==> src/rtl/core/wsa_pkg.sv <==
`default_nettype none
// ----------------------------------------------------------------------------
// wsa_pkg
// Shared types and constants for the watch slot free list allocator.
// ----------------------------------------------------------------------------
package wsa_pkg;

  localparam int POOL_SIZE  = 32;
  localparam int IDX_W      = (POOL_SIZE > 1) ? $clog2(POOL_SIZE) : 1;
  localparam int CNT_W      = $clog2(POOL_SIZE + 1);
  localparam int SLOT_NUM_W = 5;
  localparam int STATUS_W   = 2;
  localparam int CMP_W      = 10;

  typedef enum logic {
    OP_ALLOC   = 1'b0,
    OP_RELEASE = 1'b1
  } op_e;

  typedef enum logic [STATUS_W-1:0] {
    ST_OK         = 2'd0,
    ST_EMPTY      = 2'd1,
    ST_NOT_IN_USE = 2'd2
  } status_e;

  typedef struct packed {
    logic             pop;
    logic             push;
    logic [IDX_W-1:0] push_slot;
  } stack_cmd_t;

endpackage
`default_nettype wire

==> src/rtl/core/wsa_stack.sv <==
`default_nettype none
// ----------------------------------------------------------------------------
// wsa_stack
// Free slot stack in a synchronous memory with a stack pointer. A low-water
// mark stands in for the reset contents: entries below it read as their
// reset value.
// ----------------------------------------------------------------------------
module wsa_stack (
  input  wire logic                clk_i,
  input  wire logic                rst_ni,
  input  wire logic                rd_en_i,
  input  wire wsa_pkg::stack_cmd_t cmd_i,
  output logic [wsa_pkg::IDX_W-1:0] top_slot_o,
  output logic                     empty_o,
  output logic [wsa_pkg::CNT_W-1:0] count_o
);
  import wsa_pkg::*;

  logic [IDX_W-1:0] mem [POOL_SIZE];
  logic [CNT_W-1:0] count_q, count_d;
  logic [CNT_W-1:0] low_mark_q, low_mark_d;
  logic [IDX_W-1:0] rd_data_q;
  logic [IDX_W-1:0] rd_idx_q;
  logic             rd_fresh_q;
  logic [IDX_W-1:0] rd_idx;
  logic [CNT_W-1:0] cnt_dec;
  logic             full;

  assign cnt_dec = count_q - CNT_W'(1);
  assign rd_idx  = cnt_dec[IDX_W-1:0];
  assign full    = (count_q == CNT_W'(POOL_SIZE));
  assign empty_o = (count_q == '0);
  assign count_o = count_q;

  // top of stack, reset contents below the low-water mark
  assign top_slot_o = rd_fresh_q ? (IDX_W'(POOL_SIZE - 1) - rd_idx_q) : rd_data_q;

  always_comb begin
    count_d    = count_q;
    low_mark_d = low_mark_q;
    if (cmd_i.pop && !empty_o) begin
      count_d = cnt_dec;
      if (cnt_dec < low_mark_q) begin
        low_mark_d = cnt_dec;
      end
    end else if (cmd_i.push && !full) begin
      count_d = count_q + CNT_W'(1);
    end
  end

  always_ff @(posedge clk_i or negedge rst_ni) begin
    if (!rst_ni) begin
      count_q    <= CNT_W'(POOL_SIZE);
      low_mark_q <= CNT_W'(POOL_SIZE);
    end else begin
      count_q    <= count_d;
      low_mark_q <= low_mark_d;
    end
  end

  always_ff @(posedge clk_i) begin
    if (rd_en_i) begin
      rd_data_q  <= mem[rd_idx];
      rd_idx_q   <= rd_idx;
      rd_fresh_q <= (CNT_W'(rd_idx) < low_mark_q);
    end
    if (cmd_i.push && !cmd_i.pop && !full) begin
      mem[count_q[IDX_W-1:0]] <= cmd_i.push_slot;
    end
  end

endmodule
`default_nettype wire

==> src/rtl/core/watch_slot_free_list_allocator.sv <==
`default_nettype none
// ----------------------------------------------------------------------------
// watch_slot_free_list_allocator
// LIFO free list slot allocator: allocate pops the most recently freed slot,
// release checks the in-use bitmap and pushes the slot back.
// ----------------------------------------------------------------------------
// sequence: the accepting edge latches the word and reads the stack memory,
//   then S_EXEC does the read-modify-write of stack and bitmap and registers
//   the result strobe and result word
// a new word is held off (busy) while one is in S_EXEC
// reset: stack full in reset order, bitmap clear, no clearing pass needed
// results are shown for one cycle; the receiver cannot stall
// ----------------------------------------------------------------------------
module watch_slot_free_list_allocator (
  input  wire logic                        clk_i,
  input  wire logic                        rst_ni,
  input  wire logic                        start,
  output logic                             busy,
  input  wire logic                        op_i,
  input  wire logic [wsa_pkg::SLOT_NUM_W-1:0] slot_number_i,
  output logic                             done_o,
  output logic [wsa_pkg::STATUS_W-1:0]     status_o,
  output logic [wsa_pkg::SLOT_NUM_W-1:0]   granted_slot_o
);
  import wsa_pkg::*;

  typedef enum logic {
    S_IDLE,
    S_EXEC
  } state_e;

  state_e                state_q;
  op_e                   op_q;
  logic [SLOT_NUM_W-1:0] slot_q;
  logic [POOL_SIZE-1:0]  in_use_q, in_use_d;
  logic                  done_q;
  status_e               status_q, status_d;
  logic [SLOT_NUM_W-1:0] granted_q, granted_d;

  stack_cmd_t            cmd;
  logic [IDX_W-1:0]      top_slot;
  logic                  stack_empty;
  logic [CNT_W-1:0]      stack_count;
  logic                  accept;
  logic [IDX_W-1:0]      slot_idx;
  logic                  slot_in_range;

  assign accept        = start && !busy;
  assign busy          = (state_q == S_EXEC);
  assign slot_idx      = IDX_W'({{IDX_W{1'b0}}, slot_q});
  assign slot_in_range = ({{(CMP_W - SLOT_NUM_W){1'b0}}, slot_q} < CMP_W'(POOL_SIZE));

  wsa_stack u_stack (
    .clk_i      (clk_i),
    .rst_ni     (rst_ni),
    .rd_en_i    (accept),
    .cmd_i      (cmd),
    .top_slot_o (top_slot),
    .empty_o    (stack_empty),
    .count_o    (stack_count)
  );

  always_comb begin
    cmd       = '0;
    in_use_d  = in_use_q;
    status_d  = ST_OK;
    granted_d = '0;
    if (state_q == S_EXEC) begin
      unique case (op_q)
        OP_ALLOC: begin
          if (stack_empty) begin
            status_d = ST_EMPTY;
          end else begin
            cmd.pop            = 1'b1;
            in_use_d[top_slot] = 1'b1;
            granted_d          = SLOT_NUM_W'({{SLOT_NUM_W{1'b0}}, top_slot});
          end
        end
        OP_RELEASE: begin
          if (!slot_in_range || !in_use_q[slot_idx]) begin
            status_d = ST_NOT_IN_USE;
          end else begin
            in_use_d[slot_idx] = 1'b0;
            cmd.push           = 1'b1;
            cmd.push_slot      = slot_idx;
          end
        end
        default: begin
          status_d = ST_OK;
        end
      endcase
    end
  end

  always_ff @(posedge clk_i or negedge rst_ni) begin
    if (!rst_ni) begin
      state_q   <= S_IDLE;
      op_q      <= OP_ALLOC;
      slot_q    <= '0;
      in_use_q  <= '0;
      done_q    <= 1'b0;
      status_q  <= ST_OK;
      granted_q <= '0;
    end else begin
      done_q <= 1'b0;
      unique case (state_q)
        S_IDLE: begin
          if (start) begin
            op_q    <= op_e'(op_i);
            slot_q  <= slot_number_i;
            state_q <= S_EXEC;
          end
        end
        S_EXEC: begin
          in_use_q  <= in_use_d;
          status_q  <= status_d;
          granted_q <= granted_d;
          done_q    <= 1'b1;
          state_q   <= S_IDLE;
        end
        default: begin
          state_q <= S_IDLE;
        end
      endcase
    end
  end

  assign done_o         = done_q;
  assign status_o       = status_q;
  assign granted_slot_o = granted_q;

  // one word in flight at a time
  a_accept_exec: assert property (@(posedge clk_i) disable iff (!rst_ni)
    accept |=> busy && !done_o) else $error("accepted word did not enter execution");

  a_exec_done: assert property (@(posedge clk_i) disable iff (!rst_ni)
    busy |=> done_o && !busy) else $error("execution did not produce a result");

  a_err_no_grant: assert property (@(posedge clk_i) disable iff (!rst_ni)
    done_o && (status_o != ST_OK) |-> (granted_slot_o == '0))
    else $error("granted slot nonzero on error status");

  a_count_bound: assert property (@(posedge clk_i) disable iff (!rst_ni)
    stack_count <= CNT_W'(POOL_SIZE)) else $error("free count beyond pool size");

  a_bitmap_count: assert property (@(posedge clk_i) disable iff (!rst_ni)
    !busy && !done_o |-> ($countones(in_use_q) + stack_count == POOL_SIZE))
    else $error("bitmap and free stack disagree");

endmodule
`default_nettype wire

==> config.mk <==
export PLATFORM = sky130hd
export DESIGN_NAME = watch_slot_free_list_allocator
export DESIGN_NICKNAME = d
export VERILOG_FILES = /design/src/rtl/core/wsa_pkg.sv /design/src/rtl/core/wsa_stack.sv /design/src/rtl/core/watch_slot_free_list_allocator.sv
export SDC_FILE = /design/constraint.sdc
export NUM_CORES = 1
export LEC_CHECK = 0
export BUFFER_PORTS_ARGS = -buffer_cell sky130_fd_sc_hd__buf_2
export CAP_MARGIN = 20
export CORE_MARGIN = 2
export CORE_UTILIZATION = 45
export CTS_BUF_LIST = sky130_fd_sc_hd__clkbuf_2 sky130_fd_sc_hd__clkbuf_4 sky130_fd_sc_hd__clkbuf_8
export CTS_CLUSTER_DIAMETER = 120
export DETAILED_ROUTE_END_ITERATION = 6
export HOLD_SLACK_MARGIN = 0.03
export PLACE_DENSITY_LB_ADDON = 0.3
export SLEW_MARGIN = 10
export SYNTH_ARGS = -nofsm -noshare
export SYNTH_HDL_FRONTEND = slang
export SYNTH_SLANG_ARGS = --single-unit
==> constraint.sdc <==
create_clock -name clk_i -period 11.25 [get_ports clk_i]
set_clock_uncertainty 0.1 [all_clocks]
set_input_delay 1.125 -clock clk_i [delete_from_list [all_inputs] [get_ports clk_i]]
set_output_delay 1.125 -clock clk_i [all_outputs]
set_load 0.03 [all_outputs]
==> impl.org, run 1 <==
** Run status
- The flow ran to the end, and the final reports show no timing, DRC or antenna violations.

** Synth
- The number of nets handed over by synthesis was 678.
- Synth Warn # :: 0
- Number of flops mapped to enable cells by yosys :: 171
- Among all flip-flop cells after synthesis, the most frequent one is edfxtp_1.
- Sequential element share of the synthesized area :: 66.4%
- The netlist uses 57 different library cells.
- Share of synthesized registers carrying an async set or reset :: 25.7%
- After synthesis the cells add up to 9960 um^2.
- In this run, synthesis produced a sequential element count of 230.
- Synth Instances :: 659
- Syn_area_per_cell :: 15.1 um^2

** Place
- Routability-driven placement finished with a final weighted congestion of 0.848.
- Once detailed placement completed, the half-perimeter wirelength came to 13,900 um.
- Input and output buffers added on the ports amount to 17.

** STA
- Adding up every negative setup slack in the final design gives 0 ns.
- RSZ-0062 raised after global routing :: false
- Share of the clock period used by the worst path :: 36.8%
- The max-slew violation total from the final report was 0.
- At the pin with the least slew margin, the transition time is 1.03 ns.
- Count of endpoints failing setup in the final report :: 0
- Fmax :: 242 MHz
- Post-route minimum period :: 4.14 ns
- Measured against its own limit, the worst slew margin works out to 31.1%.
- The final number of hold-violating endpoints is 0.

** Finish
- 0 antenna diodes ended up in the layout.
- Summing all multi-input logic gate instances after layout gives 3070 um^2.
- Fill cells in the final layout number 1,815.
- Area growth from synthesis to layout :: 11.1%
- The sequential cells in the finished layout cover a total of 6620 um^2.
- The post-route netlist has 22.8% of its cells at a drive strength greater than 1.
- In the final design database the tool counted 711 nets.

** Clock tree
- Gates resized, CTS repair :: 0
- Worst-skew pair later-pin latency :: 0.55 ns
- After clock tree synthesis, the clock-pin slew on the worst setup and hold paths is 0.06 ns.
- No sink is reached through more buffers than the 3 on the longest clock path.
- Clock tree synthesis inserted a total of 39 buffers.
- Post-CTS timing repair inserted 0 buffers for setup.
- Clock root cell :: clkbuf_8
- The clock net in this run drives a total of 230 sinks.
- The H-tree generated during clock tree synthesis spans 2 levels.
- TritonCTS built the clock tree.
- In this run, post-CTS hold repair placed 0 buffers.

** Worst setup path
- Measured in cells, the most critical reg-to-reg path has a length of 8.
- Worst Path Required :: 11.31 ns
- Along the worst path, the maximum fanout reaches 47.
- Following the worst setup path forward leads to its endpoint at u_stack.mem[8][0].
- The most critical setup path has its startpoint at slot_idx[0].
- Critical path data arrival time :: 4.20 ns
- Setup crit end kind :: register
- In this run the critical register-to-register path is launched from slot_idx[0].
- STA classifies the critical path startpoint as a register.
- Capture point of the worst reg-to-reg path :: u_stack.mem[8][0]
- Category of the critical setup timing path :: reg2reg
- Worst R2R Setup Slack :: 7.11 ns

** Floorplan
- Die Area :: 23,300 um^2
- The floorplan step set the die width to 153 um.
- The initialized floorplan defines 54 standard-cell rows.
- Core outline area :: 21,800 um^2
- For this configuration, the core starts out at a cell density of 45.8%.
- Number of top-level design ports :: 18
- Measured along the y axis, the die boundary spans 153 um.

** Global route
- For this run the aggregate overflow at the end of global routing stands at 0.
- In the global route stage, overall resource usage came out at 19.1%.
- The via count of the first global-routing pass is 5,913.
- The number of antenna violations at the first check in global routing was 0.
- The first global-routing pass estimated 34,300 um of wire.
- Pin count of the biggest net entering global routing :: 60

** Route
- Mean routed wirelength per cell :: 21.9 um
- Detailed routing inserted a total of 5,762 vias.
- In the routed layout, each cell is associated on average with a via count of 5.77.
- The first TritonRoute pass finished after 5 iterations.
- In this run, the number of DRC markers left after iteration 0 of detailed routing was 523.
- Summed over all layers, the routed wires come to 21,800 um.
- After detailed routing, the number of remaining DRC violations is 0.
- ANT nets after route :: 0

** Power
- Final total power :: 2.82 mW
- Leak :: 3.91 nW
- Power density normalized to cell area :: 255 nW/um^2
- Worst voltage drop across the vdd grid :: 0.149 mV

** Min path
- Path type of the worst min-delay path :: reg2reg

** Job
- Max-cap violations :: 0
-- final cells by class --
cell class	instances	area share [%]
clock buffer	52	6.02
clock inverter	15	0.645
multi-input combinational	363	27.8
inverter	29	0.984
tap	280	3.17
timing repair buffer	29	1.65
sequential	230	59.8
-- metal layers --
layer / part of all wire, % / wire, um / vias up / track usage, %
li1: - / - / 2583 / -
met1: 43 / 9460 / 2938 / 27.1
met2: 48 / 10500 / 195 / 29.7
met3: 6.4 / 1390 / 46 / 3.84
met4: 2.3 / 508 / 0 / 6.48
met5: 0 / 0 / - / 0
-- worst max-delay path, stage by stage (launching register included) --
cell      delay, ns
dfrtp_1        1.02
mux4_2         0.38
a22oi_1        0.07
o2111a_1       0.26
a31oi_2        0.23
o211ai_4       0.09
buf_4          0.30
or3b_2         0.61
nor3b_1        0.65
-- worst min-delay path by stage --
stage          cells after the start  slack [ns]                  start                    end
2_1_floorplan                      2        0.36            in_use_q[3]            in_use_q[3]
3_3_place_gp                       2        0.38           in_use_q[20]           in_use_q[20]
3_5_place_dp                       1        0.39  u_stack.low_mark_q[0]  u_stack.low_mark_q[0]
4_1_cts                            1        0.41  u_stack.low_mark_q[0]  u_stack.low_mark_q[0]
5_1_grt                            1        0.42  u_stack.low_mark_q[0]  u_stack.low_mark_q[0]
6_report                           2        0.41           in_use_q[12]           in_use_q[12]
-- kinds of logic (layout without fill, tap and decap cells) --
family	count (synthesis)	after routing	synth area share, %
adders and majority gates	10	10	1.26
DFF	230	230	66.4
muxes	73	73	13.9
xor gates and xnor gates	7	7	0.616
buffers and inverters	66	125	3.05
and+or+nand+nor	159	159	7.09
AOI/OAI and AO/OA	114	114	7.70
-- cell usage in the layout (no fill, tap or decap), types with 15 or more instances in the layout --
master	synthesis	final
edfxtp_1	171	171
nand2_1	56	56
dfrtp_1	57	56
mux4_2	51	51
nor2_1	52	47
clkbuf_8	0	44
o21ai_0	38	38
inv_1	29	29
o31ai_1	19	19
a21oi_1	17	17
buf_2	15	17
nor3_1	15	15
-- per-stage QoR --
stage	cells	area (um^2)	hold slack (ns)	util (%)	setup WS, ns
finish	998	11100	0.406	50.9	7.11
global route	998	11100	0.419	50.9	6.93
CTS	997	11000	0.406	50.8	7.16
detailed placement	930	10300	0.392	47.4	7.18
global placement	930	10300	0.383	47.4	7.38
floorplan	659	9960	0.360	-	7.04
-- synth_stat cells, types with 2 or more instances --
| cell | number | share of area [%] |
|---|---|---|
| xor2_1 | 4 | 0.35 |
| clkbuf_1 | 17 | 0.64 |
| o31a_1 | 2 | 0.18 |
| a22o_1 | 2 | 0.18 |
| buf_6 | 2 | 0.23 |
| mux2i_1 | 13 | 1.3 |
| nor3b_1 | 2 | 0.15 |
| mux2_2 | 9 | 1.0 |
| nor2_1 | 52 | 2.0 |
| inv_1 | 29 | 1.1 |
| o41ai_1 | 4 | 0.35 |
| a31oi_1 | 3 | 0.19 |
| o22ai_1 | 3 | 0.19 |
| o31ai_1 | 19 | 1.4 |
| dfstp_2 | 2 | 0.53 |
| buf_8 | 2 | 0.30 |
| or2_2 | 3 | 0.19 |
| a22oi_1 | 3 | 0.23 |
| o221ai_1 | 2 | 0.18 |
| a21oi_1 | 17 | 0.85 |
| nand2_1 | 56 | 2.1 |
| o32a_1 | 2 | 0.20 |
| dfrtp_1 | 57 | 14 |
| o21a_1 | 4 | 0.30 |
| o21ai_0 | 38 | 1.9 |
| edfxtp_1 | 171 | 52 |
| nor2b_1 | 4 | 0.25 |
| and2_1 | 4 | 0.25 |
| ha_1 | 10 | 1.3 |
| or3_1 | 3 | 0.19 |
| a211o_1 | 2 | 0.18 |
| nor3_1 | 15 | 0.75 |
| xnor2_1 | 3 | 0.26 |
| buf_2 | 15 | 0.75 |
| and3_1 | 3 | 0.19 |
| mux4_2 | 51 | 12 |
| nand3_1 | 8 | 0.40 |
| nand2b_1 | 4 | 0.25 |
-- state kept, by name (all words and copies together), names as in the netlist --
name	cells
granted_slot_o	5
u_stack.low_mark_q	6
slot_idx	5
status_o	2
done_o	1
op_q	1
busy	1
in_use_q	32
u_stack.count_o	6
u_stack.rd_fresh_q	1
u_stack.rd_idx_q	5
u_stack.rd_data_q	5
u_stack.mem	160
-- report_power, final --
group	internal, mW	switching (mW)
clock	0.383	0.326
sequential	1.04	0.0985
combinational	0.442	0.535
total	1.86	0.960
No activity file was read; power rests on OpenSTA's default activity.
==> run 2: changes to the inputs <==
==> constraint.sdc (replaced) <==
create_clock -name clk_i -period 3.5 [get_ports clk_i]
set_clock_uncertainty 0.1 [all_clocks]
set_input_delay 0.35 -clock clk_i [delete_from_list [all_inputs] [get_ports clk_i]]
set_output_delay 0.35 -clock clk_i [all_outputs]
set_load 0.03 [all_outputs]
==> run 2 against run 1 <==
Against the previous run:
- non-clock buffer count grew 20
- sequential share of layout area down 1.2 points
- global-route usage up 0.084 points
- clock power grew to 3.5 times the previous value
- routed wire length increased by 1.9%
- sequential cell count unchanged
- cell count up 2.4%
- fmax is 27% higher
- highest routed layer unchanged
==> impl.org, run 2 (same netlist as run 1, synthesis figures left out) <==
** Finish
- Leading cell type in the layout, fill and taps excluded :: edfxtp_1
- In the final layout, flip-flops and latches occupy 6620 um^2.
- The filler cells instantiated in the layout total 1,771.
- Commonest non-fill, non-tap cells in the layout :: 171 x edfxtp_1, 56 x nand2_1, 56 x dfrtp_1
- Compared with the post-synthesis result, the final layout area differs by 13.5%.
- The register with the most flip-flops in the layout has 160 of them.
- In the final layout, the multi-input gates occupy 3070 um^2.
- At the end of the flow, the number of nets in the layout was 731.
- 0 antenna diodes ended up in the layout.
- Summing all non-filler instances in the final layout gives an area of 11,300 um^2.
- Of the cells placed in the final design, the portion with a size suffix greater than 1 is 25.1%.
- Excluding fillers, the count of instances in the completed layout stands at 1,022.

** Worst setup path
- CP peak stage delay :: 0.69 ns
- Worst reg2reg path startpoint :: slot_idx[0]
- Crit path max-delay family :: simple AND/OR/NAND/NOR gates
- STA classifies the critical path startpoint as a register.
- The slowest stage of the critical path belongs to the cell dfrtp_1.
- Data on the critical path is required at its endpoint by 3.57 ns.
- Highest fanout seen on the critical path :: 12
- Launch point of the critical path :: slot_idx[0]
- The signal on the critical path passes through buf_4 -> mux2i_1 -> nor3_1 -> o21ai_0 -> a31oi_2 -> o211ai_4 -> or3b_2 -> nor2_1.
- Critical path data arrival time :: 3.34 ns
- Worst R2R Setup Slack :: 0.23 ns
- The critical path is of the reg2reg type.
- Number of buffer and inverter stages on the critical path :: 1
- STA classifies the critical path endpoint as a register.

** Clock tree
- After clock tree synthesis, the clock-pin slew on the worst setup and hold paths is 0.06 ns.
- H-tree levels :: 2
- The clock net in this run drives a total of 230 sinks.
- Clock latency on the worst-skew pair, taken at its later pin, is 0.54 ns.
- In this run the clock root is driven by a clkbuf_8.
- The number of hold buffers added after CTS was 7.
- Maximum clock path buffer count :: 3
- Post-CTS Setup Repair Bufs :: 0
- CTS Buf Count :: 39
- CTS tree :: built
- The number of gates resized after CTS was 0.

** Place
- After detailed placement, the total cell area comes to 10,400 um^2.
- Weighted congestion at the end of routability-driven global placement :: 0.855
- Prior to clock tree synthesis, the placed netlist has a worst setup slack of 0.273 ns.
- After detailed placement, the design holds a cell count of 943.
- DPL Wire Length :: 14,600 um
- Port Buf Inserts :: 17

** Power
- Power density normalized to cell area :: 824 nW/um^2
- VDD sags by at most 0.658 mV.
- Overall power consumption after layout is estimated at 9.31 mW.
- The analysis attributes to cell leakage a power of 4.06 nW.

** STA
- Worst slew margin :: 42.0%
- The worst path needs 3.27 ns of the cycle, external delays included.
- Setup violations remaining at the end of the flow were counted as 0.
- In the final timing run, aggregate negative setup slack is 0 ns.
- For this run, the top clock speed supported by timing is 306 MHz.
- The final number of hold-violating endpoints was 0.
- The max-slew violation total from the final report is 0.
- Setup repair after global routing left no endpoint under its margin.
- Of the available clock period, the critical path in the final layout requires 93.4%.
- Final worst-path setup slack :: 0.231 ns
- For the pin with the worst max-slew slack, the measured transition is 0.870 ns.

** Global route
- Global routing used 19.2% of the available tracks across all layers.
- Number of antenna violations at the first check in global routing :: 0
- Vias in the first global route :: 6,145
- Pin count of the biggest net entering global routing :: 42
- The first global-routing pass estimated 34,600 um of wire.
- Global routing finished with a remaining overflow of 0.

** Floorplan
- Die Area :: 23,300 um^2
- Vertical die dimension :: 153 um
- Core outline area :: 21,800 um^2
- During I/O placement, the number of pins put on the boundary was 18.
- The floorplan has 54 rows.
- Die X-Extent :: 153 um
- Once the floorplan was initialized, standard cells occupied 45.8% of the core.

** Route
- ANT nets after route :: 0
- Overall routed net length :: 22,200 um
- Number of detailed-routing iterations run before antenna repair :: 6
- In the routed layout, each cell is associated on average with a via count of 5.77.
- Via count of the routed design :: 5,898
- Dividing the detail-routed wire length by the instance count gives 21.8 um.
- For this block, the initial DRC count from the detailed router was 484.
- DR DRC count :: 0

** Min path
- In this run the worst hold path is classified as in2reg.
- The worst hold path begins at start.

** Job
- Max-cap violations :: 0

** Run status
- Status :: finished clean
[run 2: changes by cell type in the layout (fill, tap and decap cells not counted), sizes merged]
cell         delta
buf            +13
bufinv          +2
clkbuf          +1
clkinv          -1
clkinvlp        +2
dlygate4sd3     +7
[run 2: stage by stage]
| stage | hold WS, ns | utilization (%) |
|---|---|---|
| finish | 0.189 | 51.9 |
| CTS | 0.240 | 51.9 |
| detailed placement | 0.388 | 47.8 |
| global placement | 0.365 | 47.8 |
| global route | 0.212 | 51.9 |
| floorplan | -0.0456 | - |
[run 2: area by class of cell]
cell class                 instances  area share [%]
clock buffer                      53            5.79
inverter                          29           0.964
multi-input combinational        363            27.2
timing repair buffer              49            3.10
sequential                       230            58.6
tap                              280            3.10
clock inverter                    18            1.31
[run 2: path summary, 6_finish.rpt]
| check | to | cells after the start |
|---|---|---|
| max | u_stack.mem[9][1] | 8 |
| min | op_q | 4 |
| max reg2reg | u_stack.mem[9][1] | 8 |
| min reg2reg | status_o[0] | 1 |
| max in group asynchronous | in_use_q[29] | 3 |
| min in group asynchronous | in_use_q[1] | 2 |
[run 2: report_power, final]
group          internal, mW  leakage, nW  total, mW  switching, mW
clock                  1.37        0.413       2.46           1.08
sequential             3.33         2.31       3.66          0.327
combinational          1.46         1.33       3.19           1.73
[run 2: tightest hold or removal path, stage by stage]
cell and delay, ns:
buf_2 0.09, nor2b_2 0.20, nand2_1 0.07, o21ai_0 0.06
[run 2: layer usage]
layer / up-vias / track usage [%] / routed length [um]
met1: 2965 / 25.2 / 8990
met4: 0 / 6.53 / 555
met2: 249 / 32.2 / 11100
met5: - / 0 / 0
li1: 2632 / - / -
met3: 52 / 3.73 / 1600
==> run 3: changes to the inputs <==
--- a/config.mk
+++ b/config.mk
@@ -7,8 +7,10 @@
 export LEC_CHECK = 0
 export BUFFER_PORTS_ARGS = -buffer_cell sky130_fd_sc_hd__buf_2
 export CAP_MARGIN = 20
+export CELL_PAD_IN_SITES_DETAIL_PLACEMENT = 1
+export CELL_PAD_IN_SITES_GLOBAL_PLACEMENT = 2
 export CORE_MARGIN = 2
-export CORE_UTILIZATION = 45
+export CORE_UTILIZATION = 44
 export CTS_BUF_LIST = sky130_fd_sc_hd__clkbuf_2 sky130_fd_sc_hd__clkbuf_4 sky130_fd_sc_hd__clkbuf_8
 export CTS_CLUSTER_DIAMETER = 120
 export DETAILED_ROUTE_END_ITERATION = 6
==> run 3 against run 2 <==
Against the previous run:
- worst setup slack worse by 0.0017 ns
- critical endpoint is now u_stack.mem[25][2]
- hold slack better by 0.054 ns
- fmax hardly changed
- die area is 2.2% higher
- non-clock buffer count is 3 higher
- power hardly changed
- sequential power hardly changed
- clock power is 5% lower
- critical path depth is 1 lower
- combinational power is 4% higher
==> impl.org, run 3 (same netlist as run 1, synthesis figures left out) <==
** Floorplan
- The floorplan step defined a die boundary enclosing 23,800 um^2.
- Rows :: 55
- Die X-Extent :: 154 um
- Core outline area :: 22,400 um^2
- Vertical die dimension :: 154 um
- Effective utilization at floorplan :: 44.4%
- For this design the top-level I/O count stands at 18.

** Place
- In this run the tool buffered the top-level ports with 17 buffer cells.
- Weighted congestion at the end of routability-driven global placement :: 0.832
- OpenSTA, run right after detailed placement, puts the worst setup slack at 0.107 ns.
- Detailed placement ended at an HPWL of 16,200 um.

** STA
- In the finished design, the share of the clock period the worst path needs comes to 93.4%.
- RSZ-0062 raised after global routing :: false
- The final number of hold-violating endpoints is 0.
- Post-route minimum period :: 3.27 ns
- Setup slack on the critical path of the routed design comes to 0.230 ns.
- The max-slew violation total from the final report came to 0.
- At the pin with the least slew margin, the transition time is 0.876 ns.
- Count of endpoints failing setup in the final report :: 0
- Fmax :: 306 MHz
- Setup total negative slack on the finished layout was measured at 0 ns.
- The worst pin sits at a relative slew slack of 41.6%.

** Power
- Across the VDD grid, the largest voltage drop is 0.448 mV.
- Total power for the finished layout comes to 9.30 mW.
- Leak :: 4.06 nW
- Power density normalized to cell area :: 825 nW/um^2

** Route
- Dividing the detail-routed via count by the number of cells gives 5.73.
- DR iter-0 viols :: 341
- The first detailed-routing pass took 4 iterations.
- Summed over all layers, the routed wires come to 24,200 um.
- Across all layers, the routed design uses 5,882 vias.
- DR DRC count :: 0
- The count of nets left with antenna violations once routing finished came out at 0.
- Mean routed wirelength per cell :: 23.5 um

** Worst setup path
- Data on the critical path is required at its endpoint by 3.59 ns.
- Worst R2R Setup Slack :: 0.23 ns
- The worst setup path is captured at a register.
- Highest fanout seen on the critical path :: 15
- The worst setup path is of the reg2reg kind.
- Data arrives at the worst endpoint at 3.36 ns.
- STA classifies the critical path startpoint as a register.

** Clock tree
- The later pin in the worst-skew pair is clocked with a latency of 0.55 ns.
- Num Clock Sinks :: 230
- Post-CTS timing repair inserted 0 buffers for setup.
- Clock edge transition at the registers on the reported setup and hold paths :: 0.06 ns
- Counting the buffers created by CTS gives 40.
- Counting along the longest clock path gives a buffer depth of 3.
- CTS built an H-tree with a depth of 2.
- TritonCTS built the clock tree.
- Clock root cell :: clkbuf_8

** Finish
- Commonest non-fill, non-tap cells in the layout :: 171 x edfxtp_1, 56 x nand2_1, 55 x dfrtp_1
- The register with the most flip-flops in the layout has 160 of them.
- Layout Nets :: 735
- Fraction of final layout cells sized beyond drive strength 1 :: 25.5%
- Antenna diode count :: 0
- Relative to the synthesized area, the layout overhead comes to 13.2%.
- Leading cell type in the layout, fill and taps excluded :: edfxtp_1

** Global route
- Vias in the first global route :: 6,398
- Pin count of the biggest net entering global routing :: 42
- Summed over all layers, the global routing overflow is 0.
- Overall Global Routing Usage :: 20.9%
- The first global-routing pass estimated 37,700 um of wire.
- The number of antenna violations at the first check in global routing was 0.

** Min path
- Path type of the worst min-delay path :: in2reg

** Run status
- The flow ran to the end, and the final reports show no timing, DRC or antenna violations.

** Job
- The tool flagged a number of max-cap violations equal to 0.
-- run 3: changes by cell type in the layout (fill, tap and decap cells not counted), sizes merged --
cell      before  now
clkbuf        53   55
clkinvlp       5    0
inv           29   30
buf           42   45
clkinv        11   12
bufinv         2    0
-- run 3: cell type report --
| class | count | area [um^2] |
|---|---|---|
| Clock inverter | 13 | 76.3 |
| Fill cell | 2207 | 11200 |
| Clock buffer | 55 | 669 |
| Timing Repair Buffer | 52 | 369 |
| Multi-Input combinational cell | 363 | 3080 |
| Inverter | 29 | 109 |
| Tap cell | 285 | 357 |
| Sequential cell | 230 | 6620 |
-- run 3: power breakdown --
group / total (mW) / switching (mW) / internal, mW
Clock: 2.33 / 1.09 / 1.24
Combinational: 3.33 / 1.85 / 1.48
Sequential: 3.64 / 0.309 / 3.33
Total: 9.30 / 3.25 / 6.05
-- run 3: layer usage --
| layer | vias up | routed length [um] | GRT usage [%] |
|---|---|---|---|
| li1 | 2645 | - | - |
| met1 | 3047 | 10500 | 27.9 |
| met2 | 144 | 11800 | 34.9 |
| met3 | 46 | 1190 | 4.03 |
| met4 | 0 | 676 | 6.88 |
| met5 | - | 0 | 0 |
-- run 3: worst max-delay path, cell delays in order, from the launching register on --
cell	delay [ns]
dfrtp_1	0.61
inv_1	0.26
nor3_1	0.23
o21ai_0	0.15
a31oi_2	0.30
o211ai_4	0.22
or3b_2	0.62
nor2_1	0.42
-- run 3: path summary, 6_finish.rpt --
check	start	to	cells past startpoint
hold / removal	start	busy	3
max in group asynchronous	rst_ni	slot_idx[0]	3
setup / recovery	slot_idx[4]	u_stack.mem[25][2]	7
hold reg to reg	granted_slot_o[3]	granted_slot_o[3]	1
setup reg to reg	slot_idx[4]	u_stack.mem[25][2]	7
min in group asynchronous	rst_ni	in_use_q[7]	2
-- run 3: timing repair --
action	CTS	global route
endpoints found under the setup margin	0	195
hold buffers	7	0
hold endpoints to repair	41	0
resized for setup	0	5
-- run 3: stage by stage --
| step | util, % | area (um^2) | cells | hold slack (ns) |
|---|---|---|---|---|
| 6_report | 50.3 | 11300 | 1027 | 0.243 |
| 2_1_floorplan | - | 9970 | 659 | -0.0456 |
| 4_1_cts | 50.2 | 11300 | 1027 | 0.226 |
| 3_3_place_gp | 46.6 | 10400 | 952 | 0.380 |
| 3_5_place_dp | 46.6 | 10400 | 952 | 0.394 |
| 5_1_grt | 50.3 | 11300 | 1027 | 0.258 |
